<file path="src/design/pwd_pkg.sv">
`timescale 1ns / 1ps
// Package for the path waypoint decimator: payload structs, register
// indexes, sequencer states and sizing constants. No dependencies.
package pwd_pkg;

  // Coordinate format: signed fixed point with 8 fraction bits
  localparam int COORD_WIDTH = 24;
  localparam int SUM_WIDTH   = 32;

  // Register widths and reset values
  localparam int                  CFG_DATA_W        = 32;
  localparam int                  CFG_INDEX_W       = 2;
  localparam logic [31:0]         SPACING_RESET     = 32'd1920;  // 7.5 m
  localparam logic [7:0]          WP_LIMIT_RESET    = 8'd4;
  localparam logic                PAD_RESET         = 1'b1;

  // Register indexes
  typedef enum logic [CFG_INDEX_W-1:0] {
    CFG_SPACING_LIMIT  = 2'd0,
    CFG_WAYPOINT_LIMIT = 2'd1,
    CFG_PAD_WITH_GOAL  = 2'd2
  } cfg_index_t;

  // One incoming path point
  typedef struct packed {
    logic signed [COORD_WIDTH-1:0] point_x;
    logic signed [COORD_WIDTH-1:0] point_y;
    logic signed [COORD_WIDTH-1:0] point_z;
    logic                          last_point;
  } point_t;

  // One outgoing waypoint or end marker
  typedef struct packed {
    logic signed [COORD_WIDTH-1:0] wp_x;
    logic signed [COORD_WIDTH-1:0] wp_y;
    logic signed [COORD_WIDTH-1:0] wp_z;
    logic [7:0]                    waypoint_index;
    logic                          from_goal;
    logic                          has_point;
    logic                          end_of_path;
  } waypoint_t;

  // Sequencer states
  typedef enum logic [2:0] {
    ST_IDLE,
    ST_DIFF,
    ST_SQRT_GO,
    ST_SQRT_WAIT,
    ST_UPDATE,
    ST_EMIT
  } state_t;

endpackage

</file>
<file path="src/design/path_waypoint_decimator_top.sv">
`timescale 1ns / 1ps
// Top level of the path waypoint decimator: sequencer, distance datapath,
// result buffer and output register. Uses pwd_pkg and pwd_sqrt.
//
// Resamples a stream of 3D path points into waypoints by arc length. A point
// that continues a path goes through accept, difference/square accumulation
// on one multiplier, square root start, the bit-serial square root, update,
// and one emit per result; each emit waits while the receiver stalls the
// output register. The first point of a path skips the distance work and
// goes from accept straight to update. One point is in work at a time; the
// next point is taken while the last result still waits in the output
// register. Configuration writes take effect at once and belong between
// points. Results per point: none, one, or two.
module path_waypoint_decimator_top #(
  parameter int SUM_WIDTH = pwd_pkg::SUM_WIDTH
) (
  input  logic                              clk,
  input  logic                              rst,
  input  logic                              point_valid,
  output logic                              point_ready,
  input  pwd_pkg::point_t                   point_data,
  output logic                              wp_valid,
  input  logic                              wp_ready,
  output pwd_pkg::waypoint_t                wp_data,
  input  logic                              cfg_we,
  input  logic [pwd_pkg::CFG_INDEX_W-1:0]   cfg_index,
  input  logic [pwd_pkg::CFG_DATA_W-1:0]    cfg_data
);

  localparam int CW    = pwd_pkg::COORD_WIDTH;
  localparam int MW    = CW + 1;                      // difference magnitude
  localparam int QW    = 2 * MW;                      // sum of three squares
  localparam int QS    = (QW > 64) ? 64 : QW;         // saturated square sum
  localparam int RW    = QS / 2;                      // segment length
  localparam int EW    = ((RW > SUM_WIDTH) ? RW : SUM_WIDTH) + 1;
  localparam int CMP_W = (SUM_WIDTH > 32) ? SUM_WIDTH : 32;

  // Configuration registers
  logic [31:0] spacing_limit;
  logic [7:0]  waypoint_limit;
  logic        pad_with_goal;

  // Path state
  logic [CW-1:0]        prev_x, prev_y, prev_z;
  logic [SUM_WIDTH-1:0] spacing_sum;
  logic [7:0]           wp_count;
  logic                 path_started;

  // Sequencer and datapath
  pwd_pkg::state_t    state, state_next;
  pwd_pkg::point_t    cur;
  logic [2:0]         step;
  logic [MW-1:0]      mag;
  logic [QW-1:0]      sq;
  logic [QW-1:0]      acc;
  logic [QS-1:0]      qsat;
  logic               sq_start;
  logic               sq_done;
  logic [RW-1:0]      seg;

  // Result buffer
  pwd_pkg::waypoint_t pend0, pend1;
  logic               pend_two;
  logic               pend_sel;
  logic               out_load;

  // Update results
  logic signed [MW-1:0] diff;
  logic [EW-1:0]        seg_w, sum_w, smax_w;
  logic [SUM_WIDTH-1:0] seg_sat, sum_new, sum_a;
  logic [7:0]           cnt_a;
  logic                 emit_mid, goal_ok, n_any, n_two;
  pwd_pkg::waypoint_t   r0, r1, goal_r;

  // Configuration writes
  always_ff @(posedge clk) begin
    if (rst) begin
      spacing_limit  <= pwd_pkg::SPACING_RESET;
      waypoint_limit <= pwd_pkg::WP_LIMIT_RESET;
      pad_with_goal  <= pwd_pkg::PAD_RESET;
    end else if (cfg_we) begin
      case (cfg_index)
        pwd_pkg::CFG_SPACING_LIMIT:  spacing_limit  <= cfg_data[31:0];
        pwd_pkg::CFG_WAYPOINT_LIMIT: waypoint_limit <= cfg_data[7:0];
        pwd_pkg::CFG_PAD_WITH_GOAL:  pad_with_goal  <= cfg_data[0];
        default: ;
      endcase
    end
  end

  // Coordinate difference for the axis picked by step
  always_comb begin
    case (step)
      3'd0:    diff = MW'($signed(cur.point_x)) - MW'($signed(prev_x));
      3'd1:    diff = MW'($signed(cur.point_y)) - MW'($signed(prev_y));
      3'd2:    diff = MW'($signed(cur.point_z)) - MW'($signed(prev_z));
      default: diff = '0;
    endcase
  end

  // Square sum saturates to QS bits (at most 64; equal to QW at the default width)
  assign qsat = ((acc >> QS) != '0) ? '1 : QS'(acc);

  pwd_sqrt #(
    .IN_W (QS)
  ) u_sqrt (
    .clk     (clk),
    .rst     (rst),
    .start   (sq_start),
    .operand (qsat),
    .done    (sq_done),
    .root    (seg)
  );

  // Waypoint decision for the current point
  always_comb begin
    smax_w  = EW'({SUM_WIDTH{1'b1}});
    seg_w   = EW'(seg);
    seg_sat = (seg_w > smax_w) ? {SUM_WIDTH{1'b1}} : SUM_WIDTH'(seg_w);
    sum_w   = EW'(spacing_sum) + EW'(seg_sat);
    sum_new = (sum_w > smax_w) ? {SUM_WIDTH{1'b1}} : SUM_WIDTH'(sum_w);

    r0       = '0;
    r1       = '0;
    emit_mid = 1'b0;
    cnt_a    = wp_count;
    sum_a    = sum_new;
    if (!path_started) begin
      r0.wp_x      = cur.point_x;
      r0.wp_y      = cur.point_y;
      r0.wp_z      = cur.point_z;
      r0.has_point = 1'b1;
      emit_mid     = 1'b1;
      cnt_a        = 8'd1;
      sum_a        = '0;
    end else if ((CMP_W'(sum_new) > CMP_W'(spacing_limit)) &&
                 (wp_count < waypoint_limit)) begin
      r0.wp_x           = prev_x;
      r0.wp_y           = prev_y;
      r0.wp_z           = prev_z;
      r0.waypoint_index = wp_count;
      r0.has_point      = 1'b1;
      emit_mid          = 1'b1;
      cnt_a             = 8'(wp_count + 8'd1);
      sum_a             = seg_sat;
    end

    goal_r                = '0;
    goal_r.wp_x           = cur.point_x;
    goal_r.wp_y           = cur.point_y;
    goal_r.wp_z           = cur.point_z;
    goal_r.waypoint_index = cnt_a;
    goal_r.from_goal      = 1'b1;
    goal_r.has_point      = 1'b1;
    goal_r.end_of_path    = 1'b1;
    goal_ok = (cnt_a < waypoint_limit) && pad_with_goal;

    n_any = emit_mid;
    n_two = 1'b0;
    if (cur.last_point) begin
      n_any = 1'b1;
      if (goal_ok) begin
        if (emit_mid) begin
          r1    = goal_r;
          n_two = 1'b1;
        end else begin
          r0 = goal_r;
        end
      end else if (emit_mid) begin
        r0.end_of_path = 1'b1;
      end else begin
        // bare end marker
        r0.waypoint_index = cnt_a;
        r0.end_of_path    = 1'b1;
      end
    end
  end

  // State register
  always_ff @(posedge clk) begin
    if (rst) begin
      state <= pwd_pkg::ST_IDLE;
    end else begin
      state <= state_next;
    end
  end

  // Next state and control
  always_comb begin
    state_next  = state;
    point_ready = 1'b0;
    sq_start    = 1'b0;
    out_load    = 1'b0;
    case (state)
      pwd_pkg::ST_IDLE: begin
        point_ready = 1'b1;
        if (point_valid) begin
          state_next = path_started ? pwd_pkg::ST_DIFF : pwd_pkg::ST_UPDATE;
        end
      end
      pwd_pkg::ST_DIFF: begin
        if (step == 3'd4) begin
          state_next = pwd_pkg::ST_SQRT_GO;
        end
      end
      pwd_pkg::ST_SQRT_GO: begin
        sq_start   = 1'b1;
        state_next = pwd_pkg::ST_SQRT_WAIT;
      end
      pwd_pkg::ST_SQRT_WAIT: begin
        if (sq_done) begin
          state_next = pwd_pkg::ST_UPDATE;
        end
      end
      pwd_pkg::ST_UPDATE: begin
        state_next = n_any ? pwd_pkg::ST_EMIT : pwd_pkg::ST_IDLE;
      end
      pwd_pkg::ST_EMIT: begin
        if (!wp_valid || wp_ready) begin
          out_load = 1'b1;
          if (pend_sel == pend_two) begin
            state_next = pwd_pkg::ST_IDLE;
          end
        end
      end
      default: state_next = pwd_pkg::ST_IDLE;
    endcase
  end

  // Path state
  always_ff @(posedge clk) begin
    if (rst) begin
      prev_x       <= '0;
      prev_y       <= '0;
      prev_z       <= '0;
      spacing_sum  <= '0;
      wp_count     <= '0;
      path_started <= 1'b0;
    end else if (state == pwd_pkg::ST_UPDATE) begin
      if (cur.last_point) begin
        prev_x       <= '0;
        prev_y       <= '0;
        prev_z       <= '0;
        spacing_sum  <= '0;
        wp_count     <= '0;
        path_started <= 1'b0;
      end else begin
        prev_x       <= cur.point_x;
        prev_y       <= cur.point_y;
        prev_z       <= cur.point_z;
        spacing_sum  <= sum_a;
        wp_count     <= cnt_a;
        path_started <= 1'b1;
      end
    end
  end

  // Distance datapath: |d| -> square -> accumulate, one axis per cycle
  always_ff @(posedge clk) begin
    if (rst) begin
      step <= '0;
    end else if (point_valid && point_ready) begin
      step <= '0;
    end else if (state == pwd_pkg::ST_DIFF) begin
      step <= 3'(step + 3'd1);
    end
  end

  always_ff @(posedge clk) begin
    if (point_valid && point_ready) begin
      cur <= point_data;
    end
    if (state == pwd_pkg::ST_DIFF) begin
      mag <= diff[MW-1] ? MW'(-diff) : MW'(diff);
      sq  <= QW'(mag) * QW'(mag);
      if (step == 3'd2) begin
        acc <= sq;
      end else begin
        acc <= QW'(acc + sq);
      end
    end
  end

  // Result buffer
  always_ff @(posedge clk) begin
    if (state == pwd_pkg::ST_UPDATE) begin
      pend0    <= r0;
      pend1    <= r1;
      pend_two <= n_two;
      pend_sel <= 1'b0;
    end else if (out_load) begin
      pend_sel <= 1'b1;
    end
  end

  // Output register
  always_ff @(posedge clk) begin
    if (rst) begin
      wp_valid <= 1'b0;
    end else if (out_load) begin
      wp_valid <= 1'b1;
    end else if (wp_ready) begin
      wp_valid <= 1'b0;
    end
  end

  always_ff @(posedge clk) begin
    if (out_load) begin
      wp_data <= pend_sel ? pend1 : pend0;
    end
  end

  a_done_in_wait: assert property (@(posedge clk) disable iff (rst)
    sq_done |-> (state == pwd_pkg::ST_SQRT_WAIT))
    else $error("square root finished outside its wait state");

  a_accept_starts_work: assert property (@(posedge clk) disable iff (rst)
    (point_valid && point_ready) |=>
      (state == pwd_pkg::ST_DIFF || state == pwd_pkg::ST_UPDATE))
    else $error("accepted point did not start work");

  a_last_clears_path: assert property (@(posedge clk) disable iff (rst)
    (state == pwd_pkg::ST_UPDATE && cur.last_point) |=>
      (!path_started && wp_count == 8'd0 && spacing_sum == '0))
    else $error("path state not cleared after last point");

endmodule

</file>
<file path="src/design/pwd_sqrt.sv">
`timescale 1ns / 1ps
// Iterative integer square root, one result bit per cycle.
// Standalone; instantiated by path_waypoint_decimator_top.
module pwd_sqrt #(
  parameter int IN_W = 50
) (
  input  logic              clk,
  input  logic              rst,
  input  logic              start,
  input  logic [IN_W-1:0]   operand,
  output logic              done,
  output logic [IN_W/2-1:0] root
);

  localparam int RW    = IN_W / 2;
  localparam int CNT_W = $clog2(RW);

  logic [IN_W-1:0]  opnd;
  logic [RW:0]      rem;
  logic [RW-1:0]    root_r;
  logic [CNT_W-1:0] cnt;
  logic             busy;

  logic [RW+1:0]    rem_sh;
  logic [RW+1:0]    trial;
  logic             fits;

  // One digit step: bring down two bits, try (root*4 + 1)
  always_comb begin
    rem_sh = {rem[RW-1:0], opnd[IN_W-1:IN_W-2]};
    trial  = {root_r, 2'b01};
    fits   = (rem_sh >= trial);
  end

  // Control
  always_ff @(posedge clk) begin
    if (rst) begin
      busy <= 1'b0;
      done <= 1'b0;
      cnt  <= '0;
    end else begin
      done <= 1'b0;
      if (start) begin
        busy <= 1'b1;
        cnt  <= '0;
      end else if (busy) begin
        cnt <= CNT_W'(cnt + 1'b1);
        if (cnt == CNT_W'(RW - 1)) begin
          busy <= 1'b0;
          done <= 1'b1;
        end
      end
    end
  end

  // Datapath
  always_ff @(posedge clk) begin
    if (start) begin
      opnd   <= operand;
      rem    <= '0;
      root_r <= '0;
    end else if (busy) begin
      opnd <= {opnd[IN_W-3:0], 2'b00};
      if (fits) begin
        rem    <= (RW+1)'(rem_sh - trial);
        root_r <= {root_r[RW-2:0], 1'b1};
      end else begin
        rem    <= rem_sh[RW:0];
        root_r <= {root_r[RW-2:0], 1'b0};
      end
    end
  end

  assign root = root_r;

  a_done_ends_run: assert property (@(posedge clk) disable iff (rst)
    done |-> (!busy && $past(busy)))
    else $error("sqrt done without a finished run");

  a_no_restart: assert property (@(posedge clk) disable iff (rst)
    start |-> !busy)
    else $error("sqrt started while busy");

endmodule

</file>
<file path="config.mk">
export PLATFORM = sky130hd
export DESIGN_NAME = path_waypoint_decimator_top
export DESIGN_NICKNAME = d
export VERILOG_FILES = /design/src/design/pwd_pkg.sv /design/src/design/path_waypoint_decimator_top.sv /design/src/design/pwd_sqrt.sv
export SDC_FILE = /design/constraint.sdc
export NUM_CORES = 2
export LEC_CHECK = 0
export ABC_AREA = 1
export ABC_CLOCK_PERIOD_IN_PS = 30200
export BUFFER_PORTS_ARGS = -buffer_cell sky130_fd_sc_hd__buf_2
export CAP_MARGIN = 40
export CORE_MARGIN = 5
export CORE_UTILIZATION = 25
export CTS_CLUSTER_DIAMETER = 50
export DETAILED_ROUTE_END_ITERATION = 8
export PLACE_DENSITY = 0.4
export REMOVE_ABC_BUFFERS = 1
export SLEW_MARGIN = 20
export SYNTH_ARGS = -nofsm -noshare
export SYNTH_HDL_FRONTEND = slang
export SYNTH_SLANG_ARGS = --single-unit
</file>
<file path="constraint.sdc">
create_clock -name clk -period 30.2 [get_ports clk]
set_clock_uncertainty 0.2 [all_clocks]
set_input_delay 6.04 -clock clk [delete_from_list [all_inputs] [get_ports clk]]
set_output_delay 6.04 -clock clk [all_outputs]
set_load 0.02 [all_outputs]
</file>
# After elaboration in Yosys (flattened, before gate mapping)
# Index checks and enable logic that the tools add are counted.
classes:
  n_div: 0
  add_sub_neg: 10
  mul: 1
  n_eq_ne: 17
  mux: 52
  reduce_logical: 19
  n_shift: 0
  n_lt_le_gt_ge: 5
  bitwise_logic: 1
op_table:
  columns: ["op", "count"]
  rows:
  - ["$mux 83", 3]
  - ["$mux 50", 3]
  - ["$mux 72", 2]
  - ["$mux 32", 4]
  - ["$mux 24", 4]
  - ["$mux 80", 1]
  - ["$pmux 25 s3", 1]
  - ["$sub 24x24->25", 3]
  - ["$add 50x50->50", 1]
  - ["$mul 25x25->50", 1]
  - ["$mux 8", 6]
  - ["$add 32x25->33", 1]
  - ["$gt 33x32->1 const B", 1]
  - ["$gt 32x32->1", 1]
  - ["$ge 27x27->1", 1]
  - ["$mux 25", 1]
  - ["$neg 25->25", 1]
  - ["$sub 25x25->25", 1]
  - ["$mux 3", 8]
  - ["$pmux 3 s6", 1]
  - ["$mux 1", 17]
  - ["$lt 8x8->1", 2]
  - ["$eq 3x2->1 const B", 3]
  - ["$eq 3x3->1 const B", 3]
  - ["other kinds (23)", 35]
word_totals:
  n_memories: 0
  out_inout_bits: 85
  ramBits: 0
  wordCells: 154
  in_bits: 112
  rom_bits: 0
  ff_bits: 717
  latchBits: 0

# Logic depth before layout (Yosys ltp)
depth:
  word_depth: 11
  depth_mapped: 45
  mapped_depth_nobuf: 40

# Hierarchy
# Synthesis repeated with hierarchy kept, for this count alone.
unflattened:
  hier_cells: 7729
  area_unflattened_um2: 60687.0
by_module_without_submodules:
  columns: ["module", "seq_area_each_um2", "area_each_um2", "instances", "cells_per_inst"]
  rows:
  - ["path_waypoint_decimator_top", 16575.9, 54519.8, 1, 6899]
  - ["pwd_sqrt", 2642.5, 6167.2, 1, 830]

# Least setup slack after synthesis
# No wires, ideal clock.
synth_timing:
  path_type: "input -> register"
  start: "input port wp_ready"
  end: "register wp_data[0] (netlist name) (enable)"
  required_ps: 29268
  setup_ps: 732
  path_stages: 2
  setup_slack_ps: 15287
  t_arrival_ps: 13981
  path_buffers: 0
  cell_sequence: "nor2_1 nor4_1"
synth_between:
  elab_chain_len: 3
synth_lines:
  columns: ["element", "line", "text"]
  rows:
  - ["start: declaration", "path_waypoint_decimator_top.sv:23", "input logic wp_ready,"]
  - ["$logic_or 1x1->1", "path_waypoint_decimator_top.sv:219", "if (!wp_valid || wp_ready) begin"]
  - ["$mux 1", "path_waypoint_decimator_top.sv:219", null]
  - ["$mux 1", "path_waypoint_decimator_top.sv:194", "case (state)"]
  - ["named net out_load", "path_waypoint_decimator_top.sv:65", "logic out_load;"]
  - ["end signal: assignment", "path_waypoint_decimator_top.sv:309", "wp_data <= pend_sel ? pend1 : pend0;"]
  - ["end: declaration", "path_waypoint_decimator_top.sv:24", "output pwd_pkg::waypoint_t wp_data,"]
# The timed path passes the listed nets, and every way through them passes these cells.
# A chain may end at the register's enable or synchronous reset.

# Worst setup path in the final report
layout_timing:
  start: "register state[1]"
  end: "output port point_ready"
layout_between:
  elab_chain_len: 2
layout_lines:
  columns: ["element", "line", "text"]
  rows:
  - ["start: declaration", "path_waypoint_decimator_top.sv:50", "pwd_pkg::state_t state, state_next;"]
  - ["start signal: assignment", "path_waypoint_decimator_top.sv:182", "state <= pwd_pkg::ST_IDLE;"]
  - ["start signal: assignment", "path_waypoint_decimator_top.sv:184", "state <= state_next;"]
  - ["$logic_not 3->1", "path_waypoint_decimator_top.sv:194", null]
  - ["$mux 1", "path_waypoint_decimator_top.sv:194", null]
  - ["end: declaration", "path_waypoint_decimator_top.sv:20", "output logic point_ready,"]
# No other way between the ends.

==> flow_metrics.env <==
export IMPL_status="complete, no violations"
export IMPL_place_hpwl_um=147000
export IMPL_finalSetupViolCount=0
export IMPL_nets=8758
export IMPL_synth_top_cells_by_area="sky130_fd_sc_hd__edfxtp_1, sky130_fd_sc_hd__fa_1, sky130_fd_sc_hd__nand2_1, sky130_fd_sc_hd__inv_1, sky130_fd_sc_hd__ha_1"
export IMPL_setup_repair_after_global_routing_missed_its_margin="false"
export IMPL_fillerInstances=26000
export IMPL_vias_in_the_first_global_route=50200
export IMPL_postCtsResizedCells=0
export IMPL_drive_above_1_share=0.0756
export IMPL_max_stage_delay_ns=0.37
export IMPL_ys_top_cells_by_count="sky130_fd_sc_hd__nand2_1, sky130_fd_sc_hd__inv_1, sky130_fd_sc_hd__edfxtp_1, sky130_fd_sc_hd__nor2_1, sky130_fd_sc_hd__fa_1"
export IMPL_yosysSeqAreaShare=0.319
export IMPL_tritoncts_num_sinks=713
export IMPL_hold_viol=0
export IMPL_whs_endpoint="u_sqrt.rem[23]"
export IMPL_final_min_clock_period_ns=8.22
export IMPL_timing_critical_path_cells="nor2_1 > nand2_1 > inv_1 > buf_2"
export IMPL_synth_edff_count=494
export IMPL_postSynth_asyncResetShare=0
export IMPL_synthesis_area_mm2=0.0602
export IMPL_start_util=0.251
export IMPL_grt_first_pass_wirelength_um=299000
export IMPL_tritoncts="built"
export IMPL_fp_dieArea_mm2=0.251
export IMPL_clkLatencyLatePin_ns=0.79
export IMPL_crit_path_top_delay_cell="sky130_fd_sc_hd__dfxtp_1"
export IMPL_timing_worst_slew_pin_value_ns=0.883
export IMPL_utilization=0.286
export IMPL_area_growth_pct=14.2
export IMPL_timing_critical_path_fanout_max=6
export IMPL_multi_input_area_mm2=0.0342
export IMPL_cp_data_arrival_time_ns=1.98
export IMPL_worstHoldPathCells=2
export IMPL_synth_cell_type_count=59
export IMPL_hold_crit_path_type="reg2reg"
export IMPL_cts_root_buffer_cell="sky130_fd_sc_hd__clkbuf_16"
export IMPL_synth_seq_cells=713
export IMPL_hp_start="u_sqrt.rem[23]"
export IMPL_crit_path_start_kind="register"
export IMPL_maxSlewViolCount=0
export IMPL_die_y_um=501
export IMPL_ys_warn_count=0
export IMPL_ys_flop_type="sky130_fd_sc_hd__edfxtp_1"
export IMPL_area_occupied_by_registers_mm2=0.0192
export IMPL_achievable_frequency_mhz=122
export IMPL_cts_hold_repair_buffers=0
export IMPL_h_tree_lvls=3
export IMPL_drc_errors=0
export IMPL_timing_critical_path_required_ns=23.96
export IMPL_detail_route_wl_per_cell_um=17.4
export IMPL_worstSetupPathType="reg2out"
export IMPL_area_leader_netlist="sky130_fd_sc_hd__edfxtp_1"
export IMPL_timing_reg2reg_setup_slack_ns=22.40
export IMPL_totalNegativeSetupSlack_ns=0
export IMPL_gr_usage_all_layers=0.152
export IMPL_place_gp_congestion=0.858
export IMPL_worst_relative_slew_slack=0.411
export IMPL_synthDominantCellAreaShare=0.246
export IMPL_avgSynthCellArea_um2=7.88
export IMPL_total_overflow_reported_by_the_global_router=0
export IMPL_floorplan_rows=180
export IMPL_finalWirelength_um=192000
export IMPL_post_cts_setup_buffers=0
export IMPL_synthMostInstantiatedCell="sky130_fd_sc_hd__nand2_1"
export IMPL_period_share=0.272
export IMPL_final_antenna_net_count=0
export IMPL_drt_first_iter_violations=2889
export IMPL_routed_via_density=4.43
export IMPL_grt_max_degree=79
export IMPL_reg2reg_depth=37
export IMPL_vias=48900
export IMPL_io_pins=197
export IMPL_grt_antenna_before_repair=10
export IMPL_drt_pass1_iterations=5
export IMPL_regToRegStartpoint="u_sqrt.root[0]"
export IMPL_clk_pin_slew_ns=0.05
export IMPL_die_w_um=501
export IMPL_cts_inserted_buffers=110
export IMPL_worst_r2r_endpoint="pend1[80]"
export IMPL_synthCells=7638
export IMPL_fp_coreArea_mm2=0.240
export IMPL_setup_worst_path_end_class="output port"
export IMPL_maxCapViolations=0
export IMPL_io_buffers=196
export IMPL_ctsLongestPathBuffers=3
==> routing by layer <==
layer | wire length (µm) | GRT usage | share of wire | vias up
li1 | - | - | - | 24300
met1 | 89200 | 0.204 | 0.46 | 23600
met2 | 92500 | 0.264 | 0.48 | 860
met3 | 6890 | 0.0158 | 0.036 | 199
met4 | 3300 | 0.0301 | 0.017 | 6
met5 | 40 | 0 | 0.00021 | -
==> cell usage in the layout, fill, tap and decap left out, types with 10 or more instances in the layout <==
master	n
sky130_fd_sc_hd__inv_2	24
sky130_fd_sc_hd__nand2_1	2028
sky130_fd_sc_hd__o21bai_1	27
sky130_fd_sc_hd__xnor2_1	48
sky130_fd_sc_hd__clkinv_1	11
sky130_fd_sc_hd__o211ai_1	30
sky130_fd_sc_hd__nor2_1	486
sky130_fd_sc_hd__clkinv_2	12
sky130_fd_sc_hd__o21ai_1	13
sky130_fd_sc_hd__a31oi_1	41
sky130_fd_sc_hd__buf_4	63
sky130_fd_sc_hd__nand3b_1	39
sky130_fd_sc_hd__a21o_1	15
sky130_fd_sc_hd__nor2_2	17
sky130_fd_sc_hd__nor4_1	11
sky130_fd_sc_hd__a22oi_1	25
sky130_fd_sc_hd__fa_1	470
sky130_fd_sc_hd__nand4_1	120
sky130_fd_sc_hd__a21oi_1	430
sky130_fd_sc_hd__inv_1	1525
sky130_fd_sc_hd__nor3_1	43
sky130_fd_sc_hd__nand3_1	351
sky130_fd_sc_hd__inv_6	10
sky130_fd_sc_hd__clkbuf_16	114
sky130_fd_sc_hd__edfxtp_1	494
sky130_fd_sc_hd__clkinv_4	11
sky130_fd_sc_hd__or2_2	27
sky130_fd_sc_hd__buf_2	195
sky130_fd_sc_hd__o21ai_0	268
sky130_fd_sc_hd__ha_1	413
sky130_fd_sc_hd__nand3_2	11
sky130_fd_sc_hd__dfxtp_1	217
sky130_fd_sc_hd__clkbuf_1	13
sky130_fd_sc_hd__o21a_1	18
sky130_fd_sc_hd__nand2_2	20
sky130_fd_sc_hd__xor2_1	84
==> cells by family (layout without fill, tap and decap cells) <==
kind of cell,after synthesis,in the layout,share of synthesized area
AND/OR/NAND/NOR,3188,3188,0.221
other,0,2,0
buffers and inverters,1811,2028,0.114
adder cells (fa/ha/maj),883,883,0.242
flip-flops,713,713,0.319
XOR/XNOR,133,133,0.0195
AO/OA/AOI/OAI,910,910,0.0839
==> sequential cells by signal, indices dropped and copies added, names as in the netlist, 25 cells and up <==
signal and flops:
mag 25, sq 49, pend0 83, acc 50, pend1 81, cur 73, spacing_limit 32, u_sqrt.rem 25
spacing_sum 32, u_sqrt.opnd 50, u_sqrt.root 25, wp_data 83
==> worst max path at each step <==
stage	start	slack, ns	end	cells past startpoint
2_1_floorplan	wp_ready	15.29	wp_data[0]	2
3_3_place_gp	cfg_index[1]	21.55	spacing_limit[15]	6
3_5_place_dp	wp_ready	21.80	wp_data[66]	5
4_1_cts	state[1]	21.85	point_ready	4
5_1_grt	u_sqrt.root[0]	21.69	pend1[77]	37
6_report	state[1]	21.98	point_ready	4
==> per-stage QoR <==
step | std cells | area [µm²] | hold slack (ns) | setup slack (ns)
floorplan | 7381 | 59200 | 0.230 | 15.29
global placement | 10800 | 64700 | 0.256 | 21.55
detailed placement | 10800 | 64800 | 0.252 | 21.80
CTS | 11000 | 68600 | 0.260 | 21.85
global route | 11000 | 68800 | 0.284 | 21.69
finish | 11000 | 68800 | 0.263 | 21.98
==> critical path, delay by kind of cell, from the launching register on <==
kind	cells	cell delay (ns)
AND/OR/NAND/NOR	2	0.45
buffers and inverters	2	0.41
flip-flops	1	0.37
==> area by class of cell <==
cell class | instances | share of cell area
Inverter | 1554 | 0.0849
Multi-Input combinational cell | 5114 | 0.497
Antenna cell | 2 | 0.0000728
Timing Repair Buffer | 270 | 0.0249
Sequential cell | 713 | 0.280
Tap cell | 3185 | 0.0580
Clock inverter | 70 | 0.0120
Clock buffer | 134 | 0.0436
Power is left out: the tool's default activity adds up to more than one toggle a clock period on the data nets, which glitch-free logic cannot reach.
